**config.mk**
```make
export PLATFORM = sky130hd
export DESIGN_NAME = crc_configurable_width_byte
export DESIGN_NICKNAME = d
export VERILOG_FILES = /design/src/hdl/crc_cwb_pkg.sv /design/src/hdl/crc_cwb_csr.sv /design/src/hdl/crc_cwb_step.sv /design/src/hdl/crc_configurable_width_byte.sv
export SDC_FILE = /design/constraint.sdc
export NUM_CORES = 1
export LEC_CHECK = 0
export BUFFER_PORTS_ARGS = -buffer_cell sky130_fd_sc_hd__buf_2
export CAP_MARGIN = 0
export CORE_MARGIN = 4
export CORE_UTILIZATION = 33
export DETAILED_ROUTE_END_ITERATION = 10
export PLACE_DENSITY = 0.53
export SLEW_MARGIN = 20
export SYNTH_ARGS = -nofsm -noshare
export SYNTH_HDL_FRONTEND = slang
export SYNTH_HIERARCHICAL = 1
export SYNTH_SLANG_ARGS = --single-unit
```
**constraint.sdc**
```tcl
create_clock -name clock -period 15.4 [get_ports clock]
set_input_delay 3.08 -clock clock [delete_from_list [all_inputs] [get_ports clock]]
set_output_delay 3.08 -clock clock [all_outputs]
set_load 0.05 [all_outputs]
```
**src/hdl/crc_cwb_pkg.sv**
```systemverilog
package crc_cwb_pkg;

   localparam int CRC_W     = 16;
   localparam int BYTE_W    = 8;
   localparam int CWIDTH_W  = 5;
   localparam int SHIFT_W   = 4;
   localparam int CSR_IDX_W = 4;

   localparam logic [CWIDTH_W-1:0] CRC_MIN_WIDTH = 5'd8;
   localparam logic [CWIDTH_W-1:0] CRC_MAX_WIDTH = 5'd16;
   localparam logic [CRC_W-1:0]    POLY_RESET    = 16'h0000;
   localparam logic [CWIDTH_W-1:0] WIDTH_RESET   = 5'd8;

   localparam logic [CSR_IDX_W-1:0] CSR_POLY_IDX  = 4'd0;
   localparam logic [CSR_IDX_W-1:0] CSR_WIDTH_IDX = 4'd1;

   typedef struct packed {
      logic [BYTE_W-1:0] data_byte;
      logic              first_byte;
      logic [CRC_W-1:0]  seed_value;
      logic              last_byte;
   } req_type;

   typedef struct packed {
      logic [CRC_W-1:0] crc_value;
      logic             done_res;
   } rsp_type;

   // settings handed from the register block to the datapath
   typedef struct packed {
      logic [CRC_W-1:0]   crc_poly;
      logic [SHIFT_W-1:0] crc_shift;   // 16 minus the clamped width
   } cfg_type;

endpackage

```
**src/hdl/crc_cwb_csr.sv**
```systemverilog
module crc_cwb_csr (
   input  logic                           clock,
   input  logic                           reset,
   input  logic                           csr_valid,
   output logic                           csr_ready,
   input  logic [crc_cwb_pkg::CSR_IDX_W-1:0] csr_index,
   input  logic [crc_cwb_pkg::CRC_W-1:0]  csr_data,
   output crc_cwb_pkg::cfg_type           cfg
);
   import crc_cwb_pkg::*;

   logic [CRC_W-1:0]    poly_ff, poly_in;
   logic [CWIDTH_W-1:0] width_ff, width_in;
   logic [CWIDTH_W-1:0] width_clamped;
   logic [CWIDTH_W-1:0] shift_full;

   assign csr_ready = 1'b1;

   always_comb begin
      poly_in  = poly_ff;
      width_in = width_ff;
      if (csr_valid && csr_ready) begin
         unique case (csr_index)
            CSR_POLY_IDX:  poly_in  = csr_data;
            CSR_WIDTH_IDX: width_in = csr_data[CWIDTH_W-1:0];
            default: ;
         endcase
      end
   end

   always_ff @(posedge clock) begin
      if (reset) begin
         poly_ff  <= POLY_RESET;
         width_ff <= WIDTH_RESET;
      end else begin
         poly_ff  <= poly_in;
         width_ff <= width_in;
      end
   end

   always_comb begin
      priority if (width_ff < CRC_MIN_WIDTH) begin
         width_clamped = CRC_MIN_WIDTH;
      end else if (width_ff > CRC_MAX_WIDTH) begin
         width_clamped = CRC_MAX_WIDTH;
      end else begin
         width_clamped = width_ff;
      end
      shift_full = CRC_MAX_WIDTH - width_clamped;
   end

   assign cfg.crc_poly  = poly_ff;
   assign cfg.crc_shift = shift_full[SHIFT_W-1:0];

endmodule

```
**src/hdl/crc_cwb_step.sv**
```systemverilog
module crc_cwb_step (
   input  crc_cwb_pkg::cfg_type              cfg,
   input  logic [crc_cwb_pkg::CRC_W-1:0]     crc_in,
   input  logic [crc_cwb_pkg::BYTE_W-1:0]    data_byte,
   output logic [crc_cwb_pkg::CRC_W-1:0]     crc_out
);
   import crc_cwb_pkg::*;

   logic [CRC_W-1:0] poly_top;
   logic [CRC_W-1:0] acc;

   // work left-aligned in 16 bits: the left shift drops bits above the width
   always_comb begin
      poly_top = cfg.crc_poly << cfg.crc_shift;
      acc      = (crc_in << cfg.crc_shift) ^ {data_byte, {(CRC_W-BYTE_W){1'b0}}};
      for (int k = 0; k < BYTE_W; k++) begin
         acc = {acc[CRC_W-2:0], 1'b0} ^ (acc[CRC_W-1] ? poly_top : '0);
      end
      crc_out = acc >> cfg.crc_shift;
   end

endmodule

```
**src/hdl/crc_configurable_width_byte.sv**
```systemverilog
// channel  | direction | handshake           | payload
// req      | in        | req_valid/req_stall | req_data  (crc_cwb_pkg::req_type)
// rsp      | out       | rsp_valid/rsp_stall | rsp_data  (crc_cwb_pkg::rsp_type)
// csr      | in        | csr_valid/csr_ready | csr_index, csr_data
//
// one byte per cycle sustained while rsp_stall is low; a byte reaches rsp after its transfer through
// the input register at the transfer, then the eight-step xor network into the result register
// synchronous active-high reset empties both registers and loads the default settings
// a stalled result holds the result register; the input register still fills,
// so req_stall rises only when both registers are full and rsp_stall is high
module crc_configurable_width_byte (
   input  logic                              clock,
   input  logic                              reset,
   input  logic                              req_valid,
   output logic                              req_stall,
   input  crc_cwb_pkg::req_type              req_data,
   output logic                              rsp_valid,
   input  logic                              rsp_stall,
   output crc_cwb_pkg::rsp_type              rsp_data,
   input  logic                              csr_valid,
   output logic                              csr_ready,
   input  logic [crc_cwb_pkg::CSR_IDX_W-1:0] csr_index,
   input  logic [crc_cwb_pkg::CRC_W-1:0]     csr_data
);
   import crc_cwb_pkg::*;

   cfg_type          cfg;
   logic             in_valid_ff, in_valid_in;
   req_type          in_data_ff;
   logic             out_valid_ff, out_valid_in;
   rsp_type          out_data_ff;
   logic [CRC_W-1:0] running_ff;
   logic [CRC_W-1:0] crc_start;
   logic [CRC_W-1:0] crc_next;
   logic             advance;
   logic             req_xfer;

   crc_cwb_csr u_csr (
      .clock     (clock),
      .reset     (reset),
      .csr_valid (csr_valid),
      .csr_ready (csr_ready),
      .csr_index (csr_index),
      .csr_data  (csr_data),
      .cfg       (cfg)
   );

   assign crc_start = in_data_ff.first_byte ? in_data_ff.seed_value : running_ff;

   crc_cwb_step u_step (
      .cfg       (cfg),
      .crc_in    (crc_start),
      .data_byte (in_data_ff.data_byte),
      .crc_out   (crc_next)
   );

   // the input register moves on when the result register is free or draining
   assign advance   = in_valid_ff && (!out_valid_ff || !rsp_stall);
   assign req_stall = in_valid_ff && !advance;
   assign req_xfer  = req_valid && !req_stall;

   always_comb begin
      in_valid_in = in_valid_ff;
      if (req_xfer) begin
         in_valid_in = 1'b1;
      end else if (advance) begin
         in_valid_in = 1'b0;
      end
      out_valid_in = out_valid_ff;
      if (advance) begin
         out_valid_in = 1'b1;
      end else if (!rsp_stall) begin
         out_valid_in = 1'b0;
      end
   end

   always_ff @(posedge clock) begin
      if (reset) begin
         in_valid_ff  <= 1'b0;
         out_valid_ff <= 1'b0;
         running_ff   <= '0;
      end else begin
         in_valid_ff  <= in_valid_in;
         out_valid_ff <= out_valid_in;
         if (advance) begin
            running_ff <= crc_next;
         end
      end
   end

   always_ff @(posedge clock) begin
      if (req_xfer) begin
         in_data_ff <= req_data;
      end
      if (advance) begin
         out_data_ff.crc_value <= crc_next;
         out_data_ff.done_res  <= in_data_ff.last_byte;
      end
   end

   assign rsp_valid = out_valid_ff;
   assign rsp_data  = out_data_ff;

endmodule

```
== After elaboration in Yosys (flattened, before gate mapping) ==
Index checks and enable logic that the tools add are counted.

* Bits in registers: 82
* Bits in latches: 0
* Bits in writable memories: 0
* ROM bits: 0
* Input port bits: 51
* Output and inout port bits: 20
* Logic and storage cells: 55
* Memories: 0

* $add $sub $neg: 1
* $mul: 0
* Divide/modulo/power cells: 0
* Order comparisons: 2
* Eq/ne operators: 2
* Shift operators: 3
* Multiplexer cells: 15
* Bitwise gates (word level): 9
* Reductions and logical operators: 12

{| class="wikitable"
|+ Operators with widths
! cell !! count
|-
| $mux W16 || 9
|-
| $xor A16 B16 Y16 || 9
|-
| $shl A16 B4 Y16 || 2
|-
| $shr A16 B4 Y16 || 1
|-
| $mux W4 || 2
|-
| $gt A5 B5 Y1 const B || 1
|-
| $lt A5 B4 Y1 const B || 1
|-
| $eq A4 B1 Y1 const B || 1
|-
| $logic_not A1 Y1 || 4
|-
| $logic_not A4 Y1 || 1
|-
| $mux W1 || 4
|-
| $reduce_and A2 Y1 || 2
|-
| $sub A1 B4 Y4 const A || 1
|-
| $logic_and A1 B1 Y1 || 3
|-
| $ne A2 B1 Y1 const B || 1
|-
| $reduce_bool A2 Y1 || 1
|-
| $logic_or A1 B1 Y1 || 1
|}

== Logic depth before layout (Yosys ltp) ==
Gate-level depths: netlist of run 1.

* Depth after elaboration: 23
* Mapped depth: 32

== Cells and area by module ==
Netlist of run 1, hierarchy kept.

{| class="wikitable"
|+ Modules (own cells, without submodules)
! module !! instances !! cells an instance !! area each (sq um)
|-
| crc_cwb_step || 1 || 895 || 6224.7
|-
| crc_configurable_width_byte || 1 || 140 || 2292.2
|-
| crc_cwb_csr || 1 || 99 || 1001.0
|}

== Least setup slack after synthesis of run 1 ==
Ideal clock, no wire load.

* Kind: register to register
* From: register u_csr.width_ff[3]
* To: register running_ff[0]
* Library setup time: 0.072 ns
* Arrival: 6.628 ns
* Required time: 15.328 ns
* Slack: 8.701 ns
* Cell stages (with the launch flop): 30
* Period minus slack after synthesis: 6.699 ns
* Cells stage by stage: dfxtp_1 nor2b_1 and2_1 inv_1 ha_1 xor2_1 buf_4 inv_1 mux4_2 mux2_4 and3_4 buf_6 xnor2_2 mux2_2 or3_4 and2_4 buf_6 nand3_1 and3_1 buf_6 nor4b_1 or4_1 a32o_1 a311o_1 a21boi_0 a221o_1 mux4_2 a32oi_2 nand2b_1 mux2i_1

{| class="wikitable"
|+ RTL lines
! what !! RTL line !! text
|-
| start, declared || crc_cwb_csr.sv:13 || <nowiki>logic [CWIDTH_W-1:0] width_ff, width_in;</nowiki>
|-
| start signal, assigned || crc_cwb_csr.sv:37 || <nowiki>width_ff <= width_in;</nowiki>
|-
| end signal, assigned || crc_configurable_width_byte.sv:86 || <nowiki>running_ff <= crc_next;</nowiki>
|-
| end, declared || crc_configurable_width_byte.sv:32 || <nowiki>logic [CRC_W-1:0] running_ff;</nowiki>
|}

==> results.sh, run 1 <==
export IMPL_synth_edff_count=43
export IMPL_tns_ns=0
export IMPL_seq_power_share_pct=34.7
export IMPL_area_delta_synth_final_pct=8.52
export IMPL_wl_mm=31.8
export IMPL_synth_area_per_cell_um2=8.39
export IMPL_finalPower_w=0.000705
export IMPL_num_nets_final=1192
export IMPL_placed_cells=1507
export IMPL_synthTopCellsByArea="edfxtp_1 14%, dfxtp_1 8.2%, mux2i_1 7.8%, mux4_2 5.9%, xnor2_1 5.5%"
export IMPL_dieArea_um2=31600
export IMPL_ctsLongestPathBuffers=2
export IMPL_hold_buffers=0
export IMPL_ys_ff_latch=82
export IMPL_critPathMaxStageDelay_ns=0.84
export IMPL_endpoint_kind="flip-flop"
export IMPL_insertion_delay_ns=0.34
export IMPL_cts_root_buffer="clkbuf_16"
export IMPL_status="complete, no violations"
export IMPL_cts_tree="done"
export IMPL_p_clk_share_pct=28.2
export IMPL_drt_antenna_violating_nets=0
export IMPL_antenna_found_initial=0
export IMPL_p_leak_nw=3.44
export IMPL_placed_cell_area_um2=10000
export IMPL_path_class="reg2reg"
export IMPL_power_density_nw_per_um2=68.3
export IMPL_finalHoldViolCount=0
export IMPL_numCtsBuffers=9
export IMPL_ir_drop_mv=0.0560
export IMPL_drc_errors=0
export IMPL_crit_fanout=46
export IMPL_wl_per_cell_um=20.9
export IMPL_syn_area_um2=9520
export IMPL_p_sw_share_pct=38.1
export IMPL_post_cts_buffers=0
export IMPL_pwr_share_comb_pct=37.0
export IMPL_syn_inst=1134
export IMPL_final_cell_mix="101 x nor2_1, 84 x nand2_1, 73 x nand2b_1, 73 x mux2i_1, 69 x buf_2"
export IMPL_fp_dieW_um=178
export IMPL_fin_crit_sh_pct=58.7
export IMPL_period_minus_slack_ns=9.04
export IMPL_arrival_ns=9.32
export IMPL_fmax_ghz=0.111
export IMPL_n_antenna_cell=0
export IMPL_ios=71
export IMPL_p_switching_w=0.000269
export IMPL_grt_pass1_wl_mm=49.6
export IMPL_cp_required_ns=15.67
export IMPL_syn_nets=1186
export IMPL_critPathSlowestCell="xnor2_1"
export IMPL_ys_flop_type="edfxtp_1"
export IMPL_gp_congestion=0.888
export IMPL_port_buffers=69
export IMPL_clkTransAtPathRegs_ns=0.06
export IMPL_p_int_w=0.000436
export IMPL_die_h_um=178
export IMPL_initial_core_util_pct=33.9
export IMPL_slew_viol_final=0
export IMPL_ctsResizeCount=0
export IMPL_skew_ns=0.00886
export IMPL_synthDistinctLibCells=106
export IMPL_dp_hpwl_mm=23.2
export IMPL_async_flop_share_pct=0
export IMPL_drive_gt1_share_pct=18.1
export IMPL_cts_max_level=3
export IMPL_relSlewSlack_pct=31.7
export IMPL_yosysTopAreaCell="edfxtp_1"
export IMPL_tightest_slew_ns=1.02
export IMPL_fill_cells=2963
export IMPL_finalNonFillerCells=1523
export IMPL_grt_setup_unrepaired="no"
export IMPL_hold_worst_slack_ns=0.433
export IMPL_setup_viol=0
export IMPL_ys_warn_count=6
export IMPL_final_common_cell="nor2_1"
export IMPL_stdcell_area_um2=10300
export IMPL_drt_pre_antenna_iters=6
export IMPL_hp_class="reg2reg"
export IMPL_cp_start_kind="flip-flop"
export IMPL_num_rows=61
export IMPL_vias=9196
export IMPL_core_um2=28100
export IMPL_synth_seq_area_share_pct=21.8
export IMPL_cts_sinks=82
export IMPL_grt_ovfl_total=0
export IMPL_vias_per_cell=6.04
export IMPL_grt_pass1_vias=8550
export IMPL_yosysTopAreaCellShare_pct=13.6
export IMPL_first_iter_violations=849
export IMPL_grt_usage_pct=19.8
export IMPL_grt_max_degree=74
export IMPL_maxCapViolCount=0
-- layout make-up --
class | instances | area (µm²) | share of cell area (%)
clock buffers | 10 | 229 | 2.22
repair buffers | 91 | 510 | 4.94
well taps | 378 | 473 | 4.58
clock inverters | 6 | 41.3 | 0.400
inverters | 9 | 33.8 | 0.327
flip-flops and latches | 82 | 2070 | 20.1
multi-input cells | 947 | 6970 | 67.5
-- cell families after synthesis --
logic type | Yosys count | share of synthesized area (%)
AO/OA/AOI/OAI | 307 | 23.7
XOR/XNOR | 81 | 8.14
adder cells (fa/ha/maj) | 1 | 0.131
buffers and inverters | 105 | 5.71
flip-flops | 82 | 21.8
multiplexers | 124 | 16.7
other | 1 | 0.0394
AND/OR/NAND/NOR | 433 | 23.7
-- critical path, delay by kind of cell, from the launching register on --
family / cells / cell delay [ns]
xor gates and xnor gates: 4 / 1.88
and+or+nand+nor: 8 / 1.79
muxes: 5 / 2.05
AOI/OAI and AO/OA: 5 / 1.27
DFF: 1 / 0.39
adders and majority gates: 1 / 0.25
buffers and inverters: 4 / 1.30
-- sequential cells by signal, indices dropped and copies added, names as in the netlist --
| register | cells |
|---|---|
| rsp_valid | 1 |
| in_data_ff | 26 |
| running_ff | 16 |
| in_valid_ff | 1 |
| u_csr/poly_ff | 16 |
| u_csr/width_ff | 5 |
| rsp_data | 17 |
-- layer usage --
| metal | share of wire [%] | routed length (µm) | vias up | global-route usage (%) |
|---|---|---|---|---|
| met3 | 6.2 | 1980 | 76 | 3.05 |
| met1 | 46 | 14600 | 4411 | 28.5 |
| met5 | 0 | 0 | - | 0 |
| met4 | 3.6 | 1140 | 0 | 7.54 |
| li1 | - | - | 4327 | - |
| met2 | 44 | 14100 | 382 | 29.9 |
-- synth_stat cells, types with 10 or more instances --
library cell,instances
buf_2,18
a21oi_1,50
buf_6,10
mux2_2,22
a31oi_1,11
dfxtp_1,39
o22ai_1,22
and3_1,11
nand2b_1,73
edfxtp_1,43
clkbuf_1,52
mux4_2,25
a211oi_1,22
o211ai_1,19
nand3_1,34
xnor2_1,60
or3_1,10
xor2_1,15
nor3_1,35
nand2_1,84
nor4_1,14
nor2_1,102
nand4_1,11
mux2i_1,74
o21ai_0,49
-- final timing paths --
check | end | slack (ns) | cells past startpoint | from
setup / recovery | running_ff[0] | 6.36 | 27 | u_csr/width_ff[3]
hold / removal | rsp_data[0] | 0.43 | 0 | in_data_ff[0]
setup reg to reg | running_ff[0] | 6.36 | 27 | u_csr/width_ff[3]
hold reg to reg | rsp_data[0] | 0.43 | 0 | in_data_ff[0]
-- per-stage QoR --
step / worst slack, ns / util, %
6_report: 6.36 / 36.8
5_1_grt: 5.71 / 36.8
4_1_cts: 6.29 / 36.7
3_5_place_dp: 6.33 / 35.8
3_3_place_gp: 6.41 / 35.8
2_1_floorplan: 8.70 / -
-- power by group through the flow --
stage | registers, W | clock network, W | logic [W]
after detailed placement | 0.000250 | 0 | 0.000255
after global placement | 0.000250 | 0 | 0.000255
after floorplan | 0.000256 | 0 | 0.000190
after CTS | 0.000245 | 0.000206 | 0.000256
after global routing | 0.000246 | 0.000214 | 0.000281
final | 0.000245 | 0.000199 | 0.000261
Power figures use the tool's default switching activity.
==> run 2: changes to the inputs <==
ABC_AREA = 1   (was not set)
clock period = 8.99 ns   (was 15.4 ns; I/O delays follow)
==> run 2 against run 1 <==
Net effect: register-to-register slack got worse by 4.5 ns; fmax up 27%; first-iteration DRC count grew 8.1%; worst setup slack worse by 4.5 ns; area after synthesis decreased by 8.5%; synthesized cell count grew 34%; worst hold slack lost 0.0085 ns.
==> results.sh, run 2 <==
export IMPL_syn_area_um2=8710
export IMPL_die_h_um=170
export IMPL_ctsResizeCount=0
export IMPL_synth_seq_area_share_pct=23.8
export IMPL_tightest_slew_ns=1.00
export IMPL_cts_sinks=82
export IMPL_dieArea_um2=29000
export IMPL_skew_ns=0.0132
export IMPL_endpoint_kind="flip-flop"
export IMPL_vias_per_cell=5.00
export IMPL_ios=71
export IMPL_yosysTopAreaCell="nand2_1"
export IMPL_area_delta_synth_final_pct=6.93
export IMPL_fp_dieW_um=170
export IMPL_grt_pass1_vias=8307
export IMPL_arrival_ns=7.35
export IMPL_detailedPlace_worstSlack_ns=1.91
export IMPL_r2r_end="running_ff[6]"
export IMPL_critPathMaxStageDelay_ns=0.50
export IMPL_finalNonFillerCells=1857
export IMPL_setup_viol=0
export IMPL_synthDistinctLibCells=35
export IMPL_dp_hpwl_mm=20.1
export IMPL_hold_buffers=0
export IMPL_grt_max_degree=51
export IMPL_critPathSlowestCell="nand2_1"
export IMPL_path_class="reg2reg"
export IMPL_r2r_start="u_csr/width_ff[4]"
export IMPL_grt_ovfl_total=0
export IMPL_min_to="rsp_data[0]"
export IMPL_ys_ff_latch=82
export IMPL_tns_ns=0
export IMPL_crit_fanout=50
export IMPL_drc_errors=0
export IMPL_clkTransAtPathRegs_ns=0.07
export IMPL_drt_antenna_violating_nets=0
export IMPL_cts_max_level=3
export IMPL_grt_usage_pct=18.2
export IMPL_relSlewSlack_pct=33.2
export IMPL_ir_drop_mv=0.102
export IMPL_hold_depth=0
export IMPL_ctsLongestPathBuffers=2
export IMPL_ff2ff_setup_slack_ns=1.87
export IMPL_insertion_delay_ns=0.34
export IMPL_grt_pass1_wl_mm=43.7
export IMPL_finalHoldViolCount=0
export IMPL_utilization_pct=35.8
export IMPL_synth_edff_count=43
export IMPL_hp_class="reg2reg"
export IMPL_wl_mm=26.8
export IMPL_cpMostUsedCell="nand3_1"
export IMPL_grt_setup_unrepaired="no"
export IMPL_drt_pre_antenna_iters=5
export IMPL_yosysTopAreaCellShare_pct=25.2
export IMPL_status="complete, no violations"
export IMPL_first_iter_violations=918
export IMPL_cts_tree="done"
export IMPL_ys_flop_type="edfxtp_1"
export IMPL_synth_common_cells="585 x nand2_1, 331 x nand3_1, 169 x inv_1"
export IMPL_num_rows=59
export IMPL_syn_inst=1516
export IMPL_largest_reg_flops=26
export IMPL_drive_gt1_share_pct=9.59
export IMPL_ys_warn_count=6
export IMPL_p_leak_nw=4.46
export IMPL_setup_slack_ns=1.87
export IMPL_synth_most_common_cell="nand2_1"
export IMPL_cts_root_buffer="clkbuf_16"
export IMPL_top_register="in_data_ff"
export IMPL_fin_crit_sh_pct=79.2
export IMPL_worstHoldStart="in_data_ff[0]"
export IMPL_period_minus_slack_ns=7.12
export IMPL_final_cell_mix="585 x nand2_1, 331 x nand3_1, 168 x inv_1"
export IMPL_slew_viol_final=0
export IMPL_async_flop_share_pct=0
export IMPL_post_cts_buffers=0
export IMPL_vias=9290
export IMPL_core_um2=26000
export IMPL_gp_congestion=0.860
export IMPL_r2r_cells=37
export IMPL_synthTopCellsByArea="nand2_1 25%, nand3_1 19%, edfxtp_1 15%, dfxtp_1 9.0%, inv_1 7.3%"
export IMPL_num_nets_final=1569
export IMPL_placed_cells=1841
export IMPL_maxCapViolCount=0
export IMPL_antenna_found_initial=0
export IMPL_initial_core_util_pct=33.5
export IMPL_numCtsBuffers=9
export IMPL_cp_required_ns=9.22
export IMPL_fmax_ghz=0.140
export IMPL_cp_start_kind="flip-flop"
export IMPL_synth_area_per_cell_um2=5.74
export IMPL_power_density_nw_per_um2=159
export IMPL_n_antenna_cell=0
export IMPL_port_buffers=69
export IMPL_wl_per_cell_um=14.4
export IMPL_final_common_cell="nand2_1"
export IMPL_syn_nets=1568
==> run 2: changes by cell type after synthesis, sizes merged, moves of 30 or more <==
cell,previous run,this run
nand2,86,601
nand3,35,355
inv,7,173
mux2i,74,0
nand2b,73,0
xnor2,63,13
clkbuf,52,12
nor3,38,3
a21oi,51,20
buf,44,74
==> run 2: critical path, delay by kind of cell, from the launching register on <==
family        cells  cell delay, ns
flops             1            0.33
simple gates     32            5.49
buf+inv           5            1.16
==> run 2: layout make-up <==
cell class	count	area (µm²)
fill	2931	16700
multi-input combinational	1172	5430
clock inverter	5	66.3
inverter	176	663
clock buffer	11	264
sequential	82	2070
timing repair buffer	76	398
tap	335	419
==> run 2: layer usage <==
metal / track usage, % / up-vias / wire length, µm
li1: - / 4859 / -
met1: 26.7 / 4141 / 13100
met2: 29.4 / 266 / 12000
met3: 1.30 / 24 / 1260
met4: 4.20 / 0 / 417
met5: 0 / - / 0
==> run 2: through the flow <==
step                hold WS, ns  power (W)  area [µm²]
floorplan                 0.400   0.000965        8710
global placement          0.402    0.00107        8980
detailed placement        0.411    0.00108        8980
CTS                       0.427    0.00149        9310
global route              0.430    0.00159        9310
finish                    0.424    0.00148        9310
==> run 2: where the power goes <==
group | internal (W) | total, W | switching [W] | leakage (nW)
combinational | 0.000166 | 0.000646 | 0.000479 | 3.57
clock | 0.000243 | 0.000402 | 0.000159 | 0.159
sequential | 0.000422 | 0.000434 | 0.0000120 | 0.736
total | 0.000831 | 0.00148 | 0.000650 | 4.46
==> run 2: kinds of logic (layout without fill, tap and decap cells) <==
group,after synthesis,in the layout,synth area share [%]
AO/OA/AOI/OAI,63,63,3.79
XOR/XNOR,24,24,2.41
adder cells (fa/ha/maj),1,1,0.144
buffers and inverters,262,268,14.2
flip-flops,82,82,23.8
other,1,1,0.0431
AND/OR/NAND/NOR,1083,1083,55.6
==> run 2: how the worst max path moves through the flow <==
stage | cells past startpoint | to | startpoint
after detailed placement | 36 | running_ff[0] | u_csr/width_ff[4]
after CTS | 36 | running_ff[0] | u_csr/width_ff[4]
after global placement | 36 | running_ff[0] | u_csr/width_ff[4]
after global routing | 37 | running_ff[2] | u_csr/width_ff[4]
after floorplan | 39 | running_ff[3] | u_csr/width_ff[4]
final | 37 | running_ff[6] | u_csr/width_ff[4]
==> run 3: changes to the inputs <==
PLACE_DENSITY = 0.55   (was 0.53)
clock period = 6.4 ns   (was 8.99 ns; I/O delays follow)
==> run 3 against run 2 <==
Net effect: utilization is 0.32 points higher; sequential cell count is the same; final cell count up 0.59%; clock power grew 23%; critical path type unchanged; largest power group unchanged.
==> results.sh, run 3 (synthesis gave the netlist of run 2 again) <==
export IMPL_hold_buffers=0
export IMPL_cp_start_kind="flip-flop"
export IMPL_ir_drop_mv=0.124
export IMPL_cpMostUsedCell="nand3_1"
export IMPL_grt_setup_unrepaired="no"
export IMPL_hold_depth=0
export IMPL_slew_viol_final=0
export IMPL_period_minus_slack_ns=5.69
export IMPL_initial_core_util_pct=33.5
export IMPL_gp_congestion=0.880
export IMPL_area_delta_synth_final_pct=7.87
export IMPL_antenna_found_initial=0
export IMPL_ios=71
export IMPL_p_leak_nw=4.50
export IMPL_r2r_start="u_csr/width_ff[4]"
export IMPL_dp_hpwl_mm=20.1
export IMPL_setup_slack_ns=0.707
export IMPL_drive_gt1_share_pct=10.2
export IMPL_maxCapViolCount=0
export IMPL_cts_root_buffer="clkbuf_16"
export IMPL_path_class="reg2reg"
export IMPL_numCtsBuffers=9
export IMPL_tns_ns=0
export IMPL_critPathMaxStageDelay_ns=0.45
export IMPL_grt_usage_pct=17.9
export IMPL_n_antenna_cell=0
export IMPL_post_cts_buffers=0
export IMPL_power_density_nw_per_um2=216
export IMPL_critPathSlowestCell="clkinv_1"
export IMPL_largest_reg_flops=26
export IMPL_cts_max_level=3
export IMPL_grt_pass1_wl_mm=42.6
export IMPL_relSlewSlack_pct=32.0
export IMPL_drt_antenna_violating_nets=0
export IMPL_r2r_cells=33
export IMPL_num_rows=59
export IMPL_top_register="in_data_ff"
export IMPL_setup_viol=0
export IMPL_die_h_um=170
export IMPL_final_cell_mix="584 x nand2_1, 331 x nand3_1, 168 x inv_1"
export IMPL_final_common_cell="nand2_1"
export IMPL_ctsLongestPathBuffers=2
export IMPL_arrival_ns=5.98
export IMPL_grt_ovfl_total=0
export IMPL_hp_class="reg2reg"
export IMPL_drc_errors=0
export IMPL_cts_tree="done"
export IMPL_endpoint_kind="flip-flop"
export IMPL_core_um2=26000
export IMPL_wl_mm=26.5
export IMPL_vias_per_cell=5.01
export IMPL_skew_ns=0.0153
export IMPL_wl_per_cell_um=14.2
export IMPL_port_buffers=69
export IMPL_crit_family="simple AND/OR/NAND/NOR gates"
export IMPL_min_to="rsp_data[0]"
export IMPL_worstHoldStart="in_data_ff[0]"
export IMPL_clkTransAtPathRegs_ns=0.07
export IMPL_drt_pre_antenna_iters=7
export IMPL_grt_max_degree=48
export IMPL_fmax_ghz=0.176
export IMPL_dieArea_um2=29000
export IMPL_finalHoldViolCount=0
export IMPL_cts_sinks=82
export IMPL_fp_dieW_um=170
export IMPL_fin_crit_sh_pct=89.0
export IMPL_ff2ff_setup_slack_ns=0.71
export IMPL_r2r_end="running_ff[8]"
export IMPL_critPathBufInv=4
export IMPL_crit_fanout=28
export IMPL_insertion_delay_ns=0.34
export IMPL_status="complete, no violations"
export IMPL_cp_required_ns=6.68
export IMPL_num_nets_final=1580
export IMPL_tightest_slew_ns=1.01
export IMPL_detailedPlace_worstSlack_ns=0.364
export IMPL_grt_pass1_vias=8138
export IMPL_first_iter_violations=823
export IMPL_vias=9368
export IMPL_ctsResizeCount=0
## run 3: cell types whose count changed in the layout (fill, tap and decap cells not counted), sizes merged
cell / change
buf: +11
clkinv: +1
bufinv: -1
clkinvlp: +1
clkbuf: -1
## run 3: worst register-to-register path, delay by kind of cell (launching register included)
| family | cells | cell delay (ns) |
|---|---|---|
| buf+inv | 4 | 1.00 |
| flops | 1 | 0.37 |
| simple gates | 29 | 4.25 |
## run 3: area by class of cell
type	instances	area, µm²
clock inverters	6	48.8
fillers	2976	16600
multi-input cells	1172	5460
inverters	176	668
clock buffers	10	229
well taps	335	419
repair buffers	87	495
flip-flops and latches	82	2070
## run 3: worst max path at each step
stage	startpoint	endpoint	cells past startpoint
after floorplan	u_csr/width_ff[4]	running_ff[3]	39
after global routing	u_csr/width_ff[4]	running_ff[0]	37
after detailed placement	u_csr/width_ff[4]	running_ff[0]	37
after global placement	u_csr/width_ff[4]	running_ff[14]	32
final	u_csr/width_ff[4]	running_ff[8]	33
after CTS	u_csr/width_ff[4]	running_ff[14]	32
## run 3: metal layers
layer	track usage, %	vias up	wire length (µm)
met5	0	-	0
met2	28.2	251	11900
met4	4.62	0	436
met3	1.51	24	1130
met1	26.4	4217	13000
li1	-	4876	-
## run 3: power breakdown
group,internal [W],switching [W],total (W)
clock,0.000268,0.000225,0.000493
sequential,0.000592,0.0000148,0.000607
combinational,0.000251,0.000677,0.000928
## run 3: stage by stage
step           power (W)  area [µm²]  std cells  hold WS, ns  util, %
3_5_place_dp     0.00153        9060       1852        0.406     34.9
4_1_cts          0.00202        9340       1868        0.423     35.9
5_1_grt          0.00218        9390       1868        0.432     36.1
6_report         0.00203        9390       1868        0.423     36.1
3_3_place_gp     0.00152        9060       1852        0.404     34.9
2_1_floorplan    0.00136        8710       1516        0.400        -
